$ cat src/sv/pfm_pkg.sv
// Shared types and constants for the pulse frequency meter.
`default_nettype none
package pfm_pkg;

	// Request kinds carried by an input item
	localparam logic REQ_PULSE = 1'b0;
	localparam logic REQ_READ  = 1'b1;

	// Configuration register indexes
	localparam int unsigned CFG_IDX_W = 2;
	localparam logic [CFG_IDX_W-1:0] CFG_UPDATE_INTERVAL = 2'd0;
	localparam logic [CFG_IDX_W-1:0] CFG_TIMEOUT         = 2'd1;
	localparam int unsigned CFG_DATA_W = 16;

	// Register reset values
	localparam logic [15:0] UPDATE_INTERVAL_RST = 16'd200;
	localparam logic [15:0] TIMEOUT_RST         = 16'd1000;

	// Saturation limit for the speed
	localparam logic [15:0] SPEED_MAX = 16'hFFFF;

	// Restoring divider: one quotient bit per cycle
	localparam int unsigned DIV_W      = 32;
	localparam int unsigned DIV_CNT_W  = 5;
	localparam logic [DIV_CNT_W-1:0] DIV_LAST = 5'd31;

	typedef struct packed {
		logic        req_type;
		logic [31:0] now_ms;
		logic [31:0] now_us;
	} in_item_t;

	typedef struct packed {
		logic [15:0] speed;
		logic        updated;
	} out_item_t;

	// Controller to datapath
	typedef struct packed {
		logic take;      // input item accepted this cycle
		logic div_step;  // shift in one quotient bit
		logic div_done;  // commit quotient and publish result
	} pfm_cmd_t;

	// Datapath to controller
	typedef struct packed {
		logic div_needed; // offered item is a read that recomputes the speed
		logic out_busy;   // output register holds an item not taken this cycle
	} pfm_sts_t;

endpackage
`default_nettype wire

$ cat src/sv/pfm_ctrl.sv
// Controller: sequences item acceptance and the iterative division.
`default_nettype none
module pfm_ctrl (
	input  wire logic               clk,
	input  wire logic               arst_n,
	input  wire logic               in_valid,
	output logic                    in_ready,
	input  wire pfm_pkg::pfm_sts_t  sts,
	output pfm_pkg::pfm_cmd_t       cmd
);

	localparam logic [1:0] S_IDLE = 2'd0;
	localparam logic [1:0] S_DIV  = 2'd1;
	localparam logic [1:0] S_FIN  = 2'd2;

	logic [1:0] state_q;
	logic [1:0] state_d;
	logic [pfm_pkg::DIV_CNT_W-1:0] step_q;

	assign in_ready = (state_q == S_IDLE) && !sts.out_busy;

	// Commands and next state
	always_comb begin
		cmd = '0;
		state_d = state_q;
		unique case (state_q)
			S_IDLE: begin
				cmd.take = in_valid && in_ready;
				if (cmd.take && sts.div_needed) begin
					state_d = S_DIV;
				end
			end
			S_DIV: begin
				cmd.div_step = 1'b1;
				if (step_q == pfm_pkg::DIV_LAST) begin
					state_d = S_FIN;
				end
			end
			S_FIN: begin
				cmd.div_done = 1'b1;
				state_d = S_IDLE;
			end
			default: begin
				state_d = S_IDLE;
			end
		endcase
	end

	// State and step counter
	always_ff @(posedge clk or negedge arst_n) begin
		if (!arst_n) begin
			state_q <= S_IDLE;
			step_q  <= '0;
		end else begin
			state_q <= state_d;
			if (state_q == S_DIV) begin
				step_q <= step_q + 1'b1;
			end else begin
				step_q <= '0;
			end
		end
	end

endmodule
`default_nettype wire

$ cat src/sv/pfm_dp.sv
// Datapath: measurement state, config registers, divider and output register.
`default_nettype none
module pfm_dp (
	input  wire logic                              clk,
	input  wire logic                              arst_n,
	input  wire pfm_pkg::in_item_t                 in_data,
	output pfm_pkg::out_item_t                     out_data,
	output logic                                   out_valid,
	input  wire logic                              out_ready,
	input  wire logic                              cfg_we,
	input  wire logic [pfm_pkg::CFG_IDX_W-1:0]     cfg_index,
	input  wire logic [pfm_pkg::CFG_DATA_W-1:0]    cfg_data,
	input  wire pfm_pkg::pfm_cmd_t                 cmd,
	output pfm_pkg::pfm_sts_t                      sts
);

	logic [15:0] interval_q;
	logic [15:0] timeout_q;
	logic [15:0] count_q;
	logic [31:0] last_pulse_q;
	logic [31:0] ref_pulse_q;
	logic [31:0] last_update_q;
	logic [15:0] speed_q;

	logic [pfm_pkg::DIV_W-1:0] rem_q;
	logic [pfm_pkg::DIV_W-1:0] quo_q;
	logic [pfm_pkg::DIV_W-1:0] den_q;

	logic                out_valid_q;
	pfm_pkg::out_item_t  out_q;

	logic        is_read;
	logic [31:0] elapsed;
	logic        interval_ok;
	logic        timed_out;
	logic        count_gt1;
	logic        big_count;
	logic [31:0] span;
	logic [31:0] num;
	logic [31:0] den;
	logic [15:0] speed_sat;

	logic [pfm_pkg::DIV_W:0] shifted;
	logic [pfm_pkg::DIV_W:0] trial;
	logic                    fits;

	// Decide what an offered read does
	always_comb begin
		is_read     = (in_data.req_type == pfm_pkg::REQ_READ);
		elapsed     = in_data.now_ms - last_update_q;
		interval_ok = elapsed > {16'd0, interval_q};
		timed_out   = elapsed > {16'd0, timeout_q};
		count_gt1   = count_q > 16'd1;
		big_count   = |count_q[15:8];
		span        = last_pulse_q - ref_pulse_q;
		num         = big_count ? {count_q, 16'd0} : {1'b0, count_q[7:0], 23'd0};
		den         = big_count ? {7'd0, span[31:7]} : span;
	end

	assign sts.div_needed = is_read && interval_ok && count_gt1;
	assign sts.out_busy   = out_valid_q && !out_ready;

	// One restoring division step
	always_comb begin
		shifted = {rem_q, quo_q[pfm_pkg::DIV_W-1]};
		trial   = shifted - {1'b0, den_q};
		fits    = shifted >= {1'b0, den_q};
	end

	// Quotient saturates to 16 bits; a zero divisor yields all ones
	assign speed_sat = (|quo_q[31:16]) ? pfm_pkg::SPEED_MAX : quo_q[15:0];

	// Configuration registers
	always_ff @(posedge clk or negedge arst_n) begin
		if (!arst_n) begin
			interval_q <= pfm_pkg::UPDATE_INTERVAL_RST;
			timeout_q  <= pfm_pkg::TIMEOUT_RST;
		end else if (cfg_we) begin
			if (cfg_index == pfm_pkg::CFG_UPDATE_INTERVAL) begin
				interval_q <= cfg_data;
			end
			if (cfg_index == pfm_pkg::CFG_TIMEOUT) begin
				timeout_q <= cfg_data;
			end
		end
	end

	// Measurement state
	always_ff @(posedge clk or negedge arst_n) begin
		if (!arst_n) begin
			count_q       <= '0;
			last_pulse_q  <= '0;
			ref_pulse_q   <= '0;
			last_update_q <= '0;
			speed_q       <= '0;
		end else if (cmd.take) begin
			if (!is_read) begin
				count_q      <= count_q + 16'd1;
				last_pulse_q <= in_data.now_us;
			end else if (interval_ok) begin
				if (count_gt1) begin
					count_q       <= '0;
					ref_pulse_q   <= last_pulse_q;
					last_update_q <= in_data.now_ms;
				end else if (timed_out) begin
					speed_q       <= '0;
					last_update_q <= in_data.now_ms;
				end
			end
		end else if (cmd.div_done) begin
			speed_q <= speed_sat;
		end
	end

	// Divider registers
	always_ff @(posedge clk) begin
		if (cmd.take) begin
			rem_q <= '0;
			quo_q <= num;
			den_q <= den;
		end else if (cmd.div_step) begin
			rem_q <= fits ? trial[pfm_pkg::DIV_W-1:0] : shifted[pfm_pkg::DIV_W-1:0];
			quo_q <= {quo_q[pfm_pkg::DIV_W-2:0], fits};
		end
	end

	// Output register valid flag
	always_ff @(posedge clk or negedge arst_n) begin
		if (!arst_n) begin
			out_valid_q <= 1'b0;
		end else if ((cmd.take && !sts.div_needed) || cmd.div_done) begin
			out_valid_q <= 1'b1;
		end else if (out_ready) begin
			out_valid_q <= 1'b0;
		end
	end

	// Output payload
	always_ff @(posedge clk) begin
		if (cmd.take && !sts.div_needed) begin
			if (is_read && interval_ok && timed_out) begin
				out_q.speed   <= '0;
				out_q.updated <= 1'b1;
			end else begin
				out_q.speed   <= speed_q;
				out_q.updated <= 1'b0;
			end
		end else if (cmd.div_done) begin
			out_q.speed   <= speed_sat;
			out_q.updated <= 1'b1;
		end
	end

	assign out_valid = out_valid_q;
	assign out_data  = out_q;

endmodule
`default_nettype wire

$ cat src/sv/pulse_frequency_meter.sv
// Top level of the pulse frequency meter: controller plus datapath.
`default_nettype none
// Counts wheel pulse items and, on read items, recomputes a scaled pulse
// frequency at most once per update interval. Every item returns one result.
// A pulse item, or a read that does not divide, is answered straight from the
// output register. A read that recomputes the speed latches the operands,
// runs the one-bit-per-cycle restoring divider, then saturates and publishes.
// One item is in flight at a time; the output register lets a new item be
// accepted in the same cycle the previous result is taken. Configuration
// writes are taken at any time through cfg_we, cfg_index and cfg_data.
module pulse_frequency_meter (
	input  wire logic                            clk,
	input  wire logic                            arst_n,
	input  wire logic                            in_valid,
	output logic                                 in_ready,
	input  wire pfm_pkg::in_item_t               in_data,
	output logic                                 out_valid,
	input  wire logic                            out_ready,
	output pfm_pkg::out_item_t                   out_data,
	input  wire logic                            cfg_we,
	input  wire logic [pfm_pkg::CFG_IDX_W-1:0]   cfg_index,
	input  wire logic [pfm_pkg::CFG_DATA_W-1:0]  cfg_data
);

	pfm_pkg::pfm_cmd_t cmd;
	pfm_pkg::pfm_sts_t sts;

	pfm_ctrl u_ctrl (
		.clk      (clk),
		.arst_n   (arst_n),
		.in_valid (in_valid),
		.in_ready (in_ready),
		.sts      (sts),
		.cmd      (cmd)
	);

	pfm_dp u_dp (
		.clk       (clk),
		.arst_n    (arst_n),
		.in_data   (in_data),
		.out_data  (out_data),
		.out_valid (out_valid),
		.out_ready (out_ready),
		.cfg_we    (cfg_we),
		.cfg_index (cfg_index),
		.cfg_data  (cfg_data),
		.cmd       (cmd),
		.sts       (sts)
	);

endmodule
`default_nettype wire
$ cat config.mk
export PLATFORM = sky130hd
export DESIGN_NAME = pulse_frequency_meter
export DESIGN_NICKNAME = d
export VERILOG_FILES = /design/src/sv/pfm_pkg.sv /design/src/sv/pfm_ctrl.sv /design/src/sv/pfm_dp.sv /design/src/sv/pulse_frequency_meter.sv
export SDC_FILE = /design/constraint.sdc
export NUM_CORES = 1
export LEC_CHECK = 0
export BUFFER_PORTS_ARGS = -buffer_cell sky130_fd_sc_hd__buf_2
export CAP_MARGIN = 20
export CORE_MARGIN = 4
export CORE_UTILIZATION = 50
export DETAILED_ROUTE_END_ITERATION = 8
export PLACE_DENSITY = 0.7
export SYNTH_ARGS = -nofsm -noshare
export SYNTH_HDL_FRONTEND = slang
export SYNTH_SLANG_ARGS = --single-unit
$ cat constraint.sdc
create_clock -name clk -period 4.2 [get_ports clk]
set_input_delay 0.21 -clock clk [delete_from_list [all_inputs] [get_ports clk]]
set_output_delay 0.21 -clock clk [all_outputs]
set_load 0.01 [all_outputs]
; ---- Word level (Yosys, flattened, before mapping)
; Index checks and enable logic that the tools add are counted.
[totals]
reg_bits = 281
output_inout_bits = 19
elab_cells = 96
[classes]
addsub = 5
magnitude_cmp = 4
eq_ne = 12
n_mux = 29
bitwise_logic = 1
n_reduce_logical = 29
[op_table]
columns = cell, count
row1 = 2-to-1 mux 32 bit, 6
row2 = 2-to-1 mux 16 bit, 10
row3 = subtractor 32 bit, 3
row4 = > comparator 32 x 16 -> 1 bit, 2
row5 = 2-to-1 mux 17 bit, 3
row6 = greater-or-equal comparator 33 x 32 -> 1 bit, 1
row7 = 2-to-1 mux 25 bit, 1
row8 = "adder 16 x 1 -> 16 bit, second input constant", 1
row9 = "> comparator 16 x 1 -> 1 bit, second input constant", 1
row10 = OR reduction 16 bit, 1
row11 = "inequality test 2 bit, second input constant", 5
row12 = nonzero test 2 bit, 5
row13 = logical AND 1 bit, 8
row14 = AND reduction 2 bit, 4
row15 = AND reduction 4 bit, 2
row16 = OR reduction 8 bit, 1
row17 = "inequality test 2 x 1 -> 1 bit, second input constant", 3
row18 = "adder 5 x 1 -> 5 bit, second input constant", 1
row19 = "== test 5 bit, second input constant", 1
row20 = 2-to-1 mux 1 bit, 5
row21 = 2-to-1 mux 5 bit, 1
row22 = AND reduction 5 bit, 1
row23 = "== test 2 x 1 -> 1 bit, second input constant", 2
row24 = logical NOT 2 bit, 2
row25 = other kinds (7), 10

; ---- Logic depth before layout (Yosys ltp)
; Gate-level depths: netlist of run 1.
[logic_depth]
depth_word = 9
ltp_mapped = 22
mapped_depth_nobuf = 21

; ---- Cells and area by module
; Synthesis of run 1 repeated with hierarchy kept, for this count alone.
[hier_totals]
hier_cells = 1858
area_unflattened_um2 = 17794.6
[by_module_without_submodules]
columns = module, n_inst, cells_per_inst, area_each_um2, seq_area_each_um2
row1 = pfm_dp, 1, 1829, 17460.5, 7113.1
row2 = pfm_ctrl, 1, 29, 334.1, 175.2

; ---- Worst setup path before layout of run 1
; OpenSTA, ideal clock, no wires.
[synth_path]
path_kind = reg-to-reg
from = reg u_dp.last_update_q[6]
to = reg u_dp.last_update_q[22]
setup_time_ns = 0.128
arrival_ns = 4.029
required_time_ns = 4.072
setup_slack_ns = 0.044
path_stages_with_launch = 22
n_path_buf = 1
cell_sequence = dfrtp_1 -> inv_1 -> ha_1 -> a211oi_1 -> o21ai_1 -> a21boi_2 -> o21ai_1 -> a21o_1 -> a21oi_1 -> xnor2_1 -> ha_1 -> and4_1 -> nand3_1 -> a221oi_1 -> a21oi_1 -> nand2_1 -> o31a_1 -> o2111a_1 -> nor2_1 -> a21oi_2 -> buf_2 -> mux2_1
[synth_via]
elab_chain_cells = 4
word_cells_on_any_way = 5
cone_classes = 1 x add/sub / 2 x order compare / 2 x reduce/logical
[synth_lines]
columns = element, line_no
row1 = from (decl), pfm_dp.sv:22  ; logic [31:0] last_update_q;
row2 = from (signal assigned), pfm_dp.sv:104  ; last_update_q <= in_data.now_ms;
row3 = from (signal assigned), pfm_dp.sv:107  ; last_update_q <= in_data.now_ms;
row4 = subtractor 32 bit *, pfm_dp.sv:50  ; elapsed = in_data.now_ms - last_update_q;
row5 = > comparator 32 x 16 -> 1 bit, pfm_dp.sv:52  ; timed_out = elapsed > {16'd0, timeout_q};
row6 = nonzero test 2 bit (no source line), -
row7 = AND reduction 4 bit (no source line) *, -
; Every way passes the cells marked *; elsewhere a longest branch is shown, timed or not.
; A chain may end at the register's enable or synchronous reset.

; ---- Final worst setup path of run 1
[layout_path]
from = reg u_dp.last_update_q[1]
to = reg u_dp.last_update_q[16]
; The elaborated chain is that of the path after synthesis.

==> run_results.csv, run 1 <==
group,metric,value,unit
critical_path,cp.arrival,4.57,ns
synthesis,synth_top_flop_cell,"dfrtp_1",
timing,slew_violations,0,
synthesis,syn_avg_cell_area,9.412,sq um
clock_tree,cts_sinks,281,
critical_path,critPathLaunchType,"register",
synthesis,yosys_warnings,0,
timing,fin_crit_sh,99.53,%
pwr,p_leak,9.481,nW
timing,skew,0.02617,ns
synthesis,syn_inst,1873,
pwr,finalPower,19.36,mW
critical_path,reg2reg_slack,0.02,ns
clock_tree,tritoncts,"built",
pwr,power_density,902.8,mW/mm^2
timing,timing.fmax,239.2,MHz
drt,ant_nets,0,
cells_and_area,drive_gt1_share,19.29,%
drt,wl_per_cell,17.17,um
global_route,grt_max_degree,74,
timing,worst_hold_slack,0.05681,ns
timing,slew_headroom,38.47,%
critical_path,cp_common_cell,"o31a_1",
timing,fin_crit,4.180,ns
placement,place.gp.congestion,0.9008,
global_route,grt_first_pass_wirelength,72550,um
critical_path,worstPathCellList,"inv_2, ha_4, nor2b_4, o31a_1, a21o_1, or3_1, xor2_2, ha_1, and4_4, nand3_4, a221oi_2, a21oi_1, nand2_1, o31a_1, o2111a_2, nor2_4, a21oi_4, buf_12, buf_16, mux2_4",
clock_tree,clk_pin_slew_worst_paths,0.06,ns
drt,routed_wl,44300,um
critical_path,worstPathMaxFanout,8,
global_route,grt_util_all_layers,22.44,%
drt,vias,14629,
cells_and_area,area_delta_synth_final,21.64,%
drt,drt-pass1-iter-count,6,
floorplan,fp-row-count,68,
cells_and_area,nets,2321,
synthesis,synth.largest_area_cell,"dfrtp_1",
run,drv_cap,0,
placement,numPortBuffers,106,
global_route,grt-ovfl-total,0,
synthesis,synth.area.top_cells,"dfrtp_1 (23%), edfxtp_1 (14%), ha_1 (9.3%)",
floorplan,dieArea,0.03833,sq mm
synthesis,synth-seq-cells,281,
drt,drc_errors,0,
timing,rsz0062_at_grt,"yes",
timing,final-hold-violation-count,0,
synthesis,synth_cell_types,76,
critical_path,slowest_delay,0.40,ns
clock_tree,clk_latency,0.53,ns
timing,worst_pin_slew,0.9202,ns
clock_tree,cts_buffers,34,
floorplan,core,0.03463,sq mm
floorplan,ios,107,
synthesis,netlist.area_leader.share,22.57,%
floorplan,start_util,50.91,%
synthesis,yosysSeqAreaShare,41.34,%
global_route,grt_antenna_before_repair,1,
drt,first_iter_violations,1018,
critical_path,crit_type,"reg -> reg",
pwr,ir_drop,0.5744,mV
synthesis,synth_edf_count,81,
critical_path,required,4.59,ns
global_route,grt_pass1_vias,14851,
critical_path,cp_slowest_cell,"dfrtp_1",
floorplan,die_width,195.8,um
drt,vias_per_cell,5.668,
worst_hold_path,holdCritPathClass,"in -> reg",
run_status,outcome,"complete, no violations",
synthesis,syn_nets,2095,
synthesis,async_flop_share,59.79,%
timing,setup_viol,0,
floorplan,fp.dieH,195.8,um
clock_tree,clockBufferDepth,3,
clock_tree,clockRootBuffer,"clkbuf_16",
clock_tree,htreeDepth,2,
synthesis,syn_area,0.01763,sq mm
critical_path,worst_setup_path_end_kind,"register",
placement,hpwlAfterDp,30330,um
-- flip-flops by register name, indices dropped and copies added, names as in the netlist, 17 cells and up --
name                count
u_dp.rem_q             32
u_dp.last_pulse_q      32
u_dp.out_data          17
u_dp.den_q             32
u_dp.last_update_q     32
u_dp.quo_q             32
u_dp.ref_pulse_q       32
-- what timing repair did --
item | in CTS | in global routing
cloned | 3 | 3
resized for setup | 28 | 50
hold endpoints to repair | 160 | 0
setup buffers | 7 | 3
endpoints found under the setup margin | 115 | 118
pin swaps | 14 | 13
hold buffers | 80 | 0
-- per-layer routing --
layer / vias to the layer above / global-route usage, % / share of wire, %
met3: 118 / 3.091 / 4.3
met2: 370 / 38.46 / 48
met4: 0 / 8.249 / 3.8
met5: - / 0 / 0
met1: 7022 / 29.11 / 44
li1: 7119 / - / -
-- path summary, 6_finish.rpt --
| path | endpoint | depth (start not counted) | start |
|---|---|---|---|
| min in group asynchronous | u_dp.last_pulse_q[27] | 2 | arst_n |
| hold reg to reg | u_ctrl.step_q[0] | 1 | u_ctrl.step_q[0] |
| hold / removal | u_dp.count_q[0] | 3 | in_data[64] |
| setup reg to reg | u_dp.last_update_q[16] | 20 | u_dp.last_update_q[1] |
| max in group asynchronous | u_dp.last_update_q[20] | 3 | arst_n |
| setup / recovery | u_dp.last_update_q[16] | 20 | u_dp.last_update_q[1] |
-- Yosys cell counts (9+ instances only) --
library cell,number
a21oi_1,116
mux2i_1,13
mux2_4,14
edfxtp_1,81
ha_1,131
nor4_1,13
nand2b_1,16
dfrtp_1,159
and3_1,18
nand4_1,20
or3_1,10
xnor2_1,43
mux2_1,29
nor2b_1,20
o21ai_0,118
nand2_1,200
dfstp_2,9
and2_1,26
nor2_1,136
o211ai_1,34
nor3_1,33
mux2_2,68
inv_1,155
a21o_1,38
xor2_1,33
dfxtp_1,32
or2_2,12
o21a_1,20
nand3_1,52
o21bai_1,12
a211oi_1,30
clkbuf_1,54
o31ai_1,11
-- kinds of logic (layout without fill, tap and decap cells) --
| group | count (synthesis) | after routing | synth area share (%) |
|---|---|---|---|
| DFF | 281 | 281 | 41.34 |
| buffers and inverters | 225 | 477 | 5.060 |
| AOI/OAI and AO/OA | 456 | 456 | 16.64 |
| and+or+nand+nor | 577 | 577 | 15.42 |
| xor gates and xnor gates | 76 | 76 | 3.776 |
| adders and majority gates | 134 | 134 | 9.638 |
| muxes | 124 | 124 | 8.126 |
| other | 0 | 1 | 0 |
-- cells in the final DEF, fill, tap and decap left out, drive strengths merged, types with 13 or more instances in the layout --
cell | netlist | final
edfxtp | 81 | 81
nor2b | 20 | 20
a21oi | 119 | 119
ha | 131 | 131
nand4 | 20 | 20
o211ai | 34 | 34
nand2 | 200 | 200
o21ai | 122 | 122
mux2 | 111 | 111
and3 | 18 | 18
dfrtp | 159 | 159
xor2 | 33 | 33
buf | 16 | 178
nand2b | 16 | 16
dlygate4sd3 | 0 | 80
o21a | 20 | 20
nor4 | 14 | 14
nand3 | 52 | 52
nor3 | 33 | 33
mux2i | 13 | 13
clkbuf | 54 | 47
xnor2 | 43 | 43
dfxtp | 32 | 32
inv | 155 | 155
and2 | 26 | 26
a21o | 38 | 38
a211oi | 31 | 31
nor2 | 136 | 136
-- critical path, delay by kind of cell (launching register included) --
| family | cells | cell delay [ns] |
|---|---|---|
| multiplexers | 1 | 0.31 |
| buffers and inverters | 3 | 0.39 |
| XOR/XNOR | 1 | 0.18 |
| flip-flops | 1 | 0.40 |
| AO/OA/AOI/OAI | 7 | 1.30 |
| AND/OR/NAND/NOR | 6 | 0.97 |
| adder cells (fa/ha/maj) | 2 | 0.49 |
-- area by class of cell --
type | instances | area, sq um
multi-input combinational | 1367 | 9808
timing repair buffer | 260 | 2091
clock buffer | 45 | 943.4
tap | 455 | 569.3
fill | 2855 | 13180
inverter | 155 | 581.8
clock inverter | 17 | 160.2
antenna | 1 | 2.502
sequential | 281 | 7288
-- metrics by stage --
step	TNS, ns	std cells	utilization (%)	area, sq um	worst slack, ns
6_report	0	2581	61.93	21440	0.01973
5_1_grt	-10.67	2581	61.93	21440	-0.2129
4_1_cts	0	2574	61.03	21140	0.002314
3_5_place_dp	-21.71	2423	54.84	18990	-0.3432
3_3_place_gp	-8.283	2423	54.84	18990	-0.2038
2_1_floorplan	0	1873	-	17630	0.04356
-- where the power goes --
part           internal [mW]  switching, mW  leakage, nW  total, mW
combinational           5.13           6.35         5.86       11.5
clock                   1.71           1.17        0.533       2.88
sequential              4.28          0.713         3.09       4.99
Note: power is estimated with default switching activity, not from simulation.
==> run 2, diff against run 1 <==
--- a/config.mk
+++ b/config.mk
@@ -7,6 +7,7 @@
 export LEC_CHECK = 0
 export BUFFER_PORTS_ARGS = -buffer_cell sky130_fd_sc_hd__buf_2
 export CAP_MARGIN = 20
+export CORE_ASPECT_RATIO = 0.7
 export CORE_MARGIN = 4
 export CORE_UTILIZATION = 50
 export DETAILED_ROUTE_END_ITERATION = 8
==> run_results.csv, run 2 (same netlist as run 1, synthesis figures left out) <==
group,metric,value,unit
critical_path,worstReg2RegStart,"u_dp.last_update_q[2]",
timing,worst_pin_slew,0.9340,ns
placement,dpl_cell_area,0.01909,sq mm
global_route,grt_pass1_vias,14670,
cells_and_area,final_cell_area,0.02195,sq mm
critical_path,rr_endpoint,"u_dp.last_update_q[7]",
pwr,p_clk_share,14.6,%
clock_tree,clockRootBuffer,"clkbuf_16",
floorplan,dieArea,0.03837,sq mm
clock_tree,cts_sinks,281,
worst_hold_path,min_from,"out_ready",
drt,vias_per_cell,5.810,
drt,drt-pass1-iter-count,5,
critical_path,path_delay_family,"compound AO/OA/AOI/OAI gates",
clock_tree,tritoncts,"built",
pwr,seqPwrFrac,24.5,%
clock_tree,clockBufferDepth,3,
floorplan,die_width,232.4,um
pwr,ir_drop,0.4597,mV
timing,setup_viol,115,
placement,place_ws,-0.4384,ns
critical_path,required,4.66,ns
run_status,violations,"setup timing",
drt,vias,15217,
critical_path,reg2reg_slack,-0.24,ns
timing,fin_crit,4.437,ns
cells_and_area,nets,2345,
critical_path,crit_buf_inv,3,
global_route,grt_util_all_layers,24.25,%
pwr,p_leak,9.690,nW
pwr,p_sw_share,43.48,%
global_route,grt_first_pass_wirelength,75670,um
cells_and_area,final_common_cell,"nand2_1",
cells_and_area,drive_gt1_share,21.53,%
placement,numPortBuffers,106,
cells_and_area,final_cell_mix,"nand2_1 (199), dfrtp_1 (159), inv_1 (152)",
critical_path,cp_common_cell,"o31a_1",
critical_path,worst_setup_path_end_kind,"register",
timing,fin_crit_sh,105.6,%
drt,first_iter_violations,1304,
floorplan,fp-row-count,57,
critical_path,worstPathCellList,"inv_1, ha_1, o21a_1, o31a_1, a21o_1, or3_4, xor2_4, ha_4, and4_4, nand3_4, a221oi_4, a21oi_2, nand2_1, o31a_1, o2111a_2, nor2_4, a21oi_4, buf_6, buf_16, mux2_4",
worst_hold_path,whs_path_depth,3,
placement,dp.cells,2450,
timing,setup_tns,-19.34,ns
cells_and_area,area_delta_synth_final,24.52,%
worst_hold_path,holdCritPathClass,"in -> reg",
critical_path,worstPathMaxFanout,8,
global_route,grt_antenna_before_repair,2,
cells_and_area,final_cells,2619,
global_route,grt_max_degree,97,
run,drv_cap,0,
critical_path,slowest_delay,0.43,ns
clock_tree,clk_latency,0.59,ns
drt,drc_errors,0,
critical_path,cp_slowest_cell,"or3_4",
pwr,power_density,939.6,mW/mm^2
worst_hold_path,hold_end,"u_dp.out_valid",
drt,ant_nets,0,
run_status,outcome,"finished with violations",
critical_path,cp.arrival,4.90,ns
timing,skew,0.02084,ns
pwr,share_comb_of_total_power,61.0,%
timing,timing.fmax,225.4,MHz
clock_tree,cts_buffers,29,
drt,routed_wl,49510,um
timing,rsz0062_at_grt,"yes",
floorplan,ios,107,
pwr,p_switching,8.969,mW
critical_path,critPathLaunchType,"register",
critical_path,ff2ff_path_depth,20,
global_route,grt-ovfl-total,0,
cells_and_area,fill_cells,2742,
pwr,p_int,11.66,mW
placement,hpwlAfterDp,32890,um
clock_tree,htreeDepth,1,
critical_path,crit_type,"reg -> reg",
placement,place.gp.congestion,0.9316,
timing,final-hold-violation-count,0,
timing,slew_violations,0,
timing,layout_setup_ws,-0.2370,ns
drt,wl_per_cell,18.90,um
clock_tree,clk_pin_slew_worst_paths,0.07,ns
floorplan,start_util,50.76,%
floorplan,fp.dieH,165.1,um
timing,slew_headroom,37.73,%
floorplan,core,0.03473,sq mm
-- run 2: changes by cell type in the layout (fill, tap and decap cells not counted), sizes merged --
cell         before  now
clkbuf           47   37
bufinv            2    9
clkinv           12    7
clkinvlp          3    2
dlygate4sd3      80   82
inv             155  156
buf             178  205
-- run 2: area by class of cell --
type	count	area [sq um]	area share, %
Sequential cell	281	7288	33.20
Antenna cell	1	2.502	0.01140
Tap cell	472	590.6	2.690
Multi-Input combinational cell	1367	10020	45.64
Clock buffer	35	748.2	3.408
Timing Repair Buffer	289	2374	10.81
Inverter	155	581.8	2.650
Clock inverter	19	349.1	1.590
-- run 2: what timing repair did --
action | 4_1_cts | 5_1_grt
setup endpoints to repair | 130 | 133
setup buffers | 13 | 11
endpoints found under the hold margin | 183 | 0
gates resized for setup | 79 | 71
hold buffers | 82 | 0
cloned | 4 | 5
pin swaps | 19 | 25
-- run 2: worst max-delay path by stage --
stage	from	endpoint	slack (ns)	depth (start not counted)
after floorplan	u_dp.last_update_q[6]	u_dp.last_update_q[22]	0.04	21
after global placement	u_dp.last_update_q[2]	u_dp.last_update_q[31]	-0.23	21
after detailed placement	u_dp.last_update_q[0]	u_dp.last_update_q[17]	-0.44	21
after CTS	u_dp.last_update_q[1]	u_dp.last_update_q[7]	-0.02	22
after global routing	u_dp.last_update_q[0]	u_dp.last_update_q[7]	-0.34	22
final	u_dp.last_update_q[2]	u_dp.last_update_q[7]	-0.24	20
-- run 2: layer usage --
metal  vias up  share of wire, %  global-route usage (%)  wire length [um]
met4         2               3.2                   7.440              1575
met2       593                44                   37.13             21700
met3       132               6.2                   3.412              3078
met1      7334                47                   35.91             23150
met5         -             0.024                       0                12
li1       7156                 -                       -                 -
-- run 2: power groups by stage --
stage | Sequential (mW) | Combinational [mW] | Clock [mW]
3_5_place_dp | 5.02 | 11.0 | 0
2_1_floorplan | 4.78 | 8.07 | 0
3_3_place_gp | 4.98 | 10.6 | 0
4_1_cts | 5.00 | 11.7 | 3.03
6_report | 5.05 | 12.6 | 3.00
5_1_grt | 5.16 | 13.7 | 3.15
-- run 2: worst reg2reg max path: stages, from the launching register on --
cell      delay (ns)
dfrtp_1         0.39
inv_1           0.07
ha_1            0.35
o21a_1          0.21
o31a_1          0.16
a21o_1          0.24
or3_4           0.43
xor2_4          0.19
ha_4            0.28
and4_4          0.23
nand3_4         0.09
a221oi_4        0.20
a21oi_2         0.04
nand2_1         0.08
o31a_1          0.18
o2111a_2        0.32
nor2_4          0.05
a21oi_4         0.20
buf_6           0.16
buf_16          0.15
mux2_4          0.30
-- run 2: metrics by stage --
stage	hold WS, ns	power (mW)	utilization (%)
6_report	0.03191	20.63	63.20
4_1_cts	0.01669	19.72	61.92
2_1_floorplan	-0.08559	12.85	-
3_3_place_gp	0.3685	15.62	54.90
3_5_place_dp	0.3747	16.00	54.98
5_1_grt	0.03670	22.01	63.20
==> run 3, diff against run 2 <==
--- a/config.mk
+++ b/config.mk
@@ -12,6 +12,8 @@
 export CORE_UTILIZATION = 50
 export DETAILED_ROUTE_END_ITERATION = 8
 export PLACE_DENSITY = 0.7
+export SKIP_CTS_REPAIR_TIMING = 1
+export SLEW_MARGIN = 0
 export SYNTH_ARGS = -nofsm -noshare
 export SYNTH_HDL_FRONTEND = slang
 export SYNTH_SLANG_ARGS = --single-unit
==> run_results.csv, run 3 (same netlist as run 1, synthesis figures left out) <==
group,metric,value,unit
cells_and_area,seqCellArea,0.007288,sq mm
floorplan,fp.dieH,165.1,um
critical_path,crit_type,"reg -> reg",
cells_and_area,fin_util,63.04,%
cells_and_area,area_delta_synth_final,24.20,%
placement,numPortBuffers,106,
timing,timing.fmax,226.8,MHz
clock_tree,cts_buffers,29,
pwr,ir_drop,0.4591,mV
cells_and_area,fill_cells,2784,
clock_tree,cts_sinks,281,
timing,fin_crit_sh,105.0,%
timing,rsz0062_at_grt,"yes",
clock_tree,clk_latency,0.59,ns
cells_and_area,final_cell_mix,"nand2_1 (199), dfrtp_1 (159), inv_1 (154)",
pwr,power_density,929.5,mW/mm^2
cells_and_area,drive_gt1_share,20.75,%
timing,worst_hold_slack,-0.1090,ns
pwr,finalPower,20.35,mW
timing,worst_pin_slew,0.9186,ns
critical_path,required,4.67,ns
floorplan,fp-row-count,57,
cells_and_area,final_common_cell,"nand2_1",
critical_path,critPathLaunchType,"register",
placement,dp.cells,2450,
floorplan,core,0.03473,sq mm
drt,drt-pass1-iter-count,6,
floorplan,start_util,50.76,%
cells_and_area,final_cells,2608,
floorplan,die_width,232.4,um
timing,slew_headroom,38.76,%
timing,final-hold-violation-count,1,
run,drv_cap,0,
timing,layout_setup_ws,-0.2098,ns
global_route,grt_max_degree,97,
cells_and_area,nets,2334,
placement,place.gp.congestion,0.9316,
critical_path,worst_setup_path_end_kind,"register",
clock_tree,clockBufferDepth,3,
drt,routed_wl,48380,um
global_route,grt_first_pass_wirelength,71140,um
drt,drc_errors,0,
run_status,outcome,"finished with violations",
floorplan,ios,107,
drt,first_iter_violations,1280,
drt,ant_nets,0,
drt,vias,15070,
critical_path,cp.arrival,4.88,ns
timing,fin_crit,4.410,ns
timing,setup_viol,113,
clock_tree,htreeDepth,1,
timing,skew,0.02143,ns
floorplan,dieArea,0.03837,sq mm
clock_tree,clk_pin_slew_worst_paths,0.07,ns
critical_path,worstPathMaxFanout,8,
clock_tree,tritoncts,"built",
run_status,violations,"hold timing, setup timing",
global_route,grt_antenna_before_repair,2,
cells_and_area,multi_input_area,0.01003,sq mm
global_route,grt-ovfl-total,0,
global_route,grt_pass1_vias,13803,
pwr,p_leak,9.652,nW
drt,wl_per_cell,18.55,um
timing,slew_violations,0,
placement,hpwlAfterDp,32890,um
drt,vias_per_cell,5.778,
clock_tree,clockRootBuffer,"clkbuf_16",
global_route,grt_util_all_layers,22.69,%
worst_hold_path,holdCritPathClass,"in -> reg",
-- run 3: changes by cell type in the layout (fill, tap and decap cells not counted), sizes merged --
cell	previous run	this run
buf	205	192
dlygate4sd3	82	81
clkbuf	37	40
-- run 3: per-layer routing --
layer / up-vias / share of wire (%) / global-route usage [%]
li1: 7134 / - / -
met5: - / 0.025 / 0
met2: 542 / 44 / 34.09
met1: 7314 / 48 / 34.59
met3: 78 / 6.1 / 3.292
met4: 2 / 2.0 / 5.675
-- run 3: final timing paths --
kind | start | end | slack, ns | cells past startpoint
setup reg to reg | u_dp.last_update_q[1] | u_dp.last_update_q[4] | -0.21 | 22
max in group asynchronous | arst_n | u_dp.ref_pulse_q[31] | 2.92 | 3
setup / recovery | u_dp.last_update_q[1] | u_dp.last_update_q[4] | -0.21 | 22
min in group asynchronous | arst_n | u_dp.timeout_q[4] | 0.30 | 2
hold / removal | in_data[36] | u_dp.last_update_q[4] | -0.11 | 2
hold reg to reg | u_ctrl.step_q[0] | u_ctrl.step_q[0] | 0.46 | 1
-- run 3: final cells by class --
class | instances | share of cell area [%]
Tap cell | 472 | 2.697
Timing Repair Buffer | 278 | 10.55
Multi-Input combinational cell | 1367 | 45.79
Sequential cell | 281 | 33.29
Clock buffer | 35 | 3.417
Clock inverter | 19 | 1.594
Inverter | 155 | 2.657
Antenna cell | 1 | 0.01143
-- run 3: worst max-delay path, cell delays in order (launching register included) --
cell and delay, ns:
dfrtp_1 0.39, inv_2 0.10, ha_4 0.20, nor2b_4 0.12, o31a_1 0.33, a21oi_2 0.28, o21ai_2 0.09, a21o_1 0.17
a21oi_2 0.16, xnor2_2 0.12, ha_1 0.33, and4_4 0.27, nand3_4 0.08, a221oi_4 0.20, a21oi_2 0.04, nand2_1 0.08
o31a_1 0.19, o2111a_2 0.31, nor2_4 0.05, a21oi_4 0.13, buf_12 0.14, clkbuf_16 0.17, mux2_1 0.34
-- run 3: through the flow --
step	setup TNS [ns]	instance area, sq um	worst slack (ns)
after floorplan	0	17630	0.04356
after global placement	-12.76	19070	-0.2256
after detailed placement	-33.81	19090	-0.4384
after CTS	-39.06	20190	-0.4768
after global routing	-34.22	21900	-0.3715
final	-14.73	21900	-0.2098
-- run 3: power by group --
group / switching [mW] / internal, mW / total, mW
Combinational: 6.88 / 5.43 / 12.3
Sequential: 0.777 / 4.27 / 5.05
Clock: 1.16 / 1.83 / 2.99
Total: 8.82 / 11.5 / 20.4
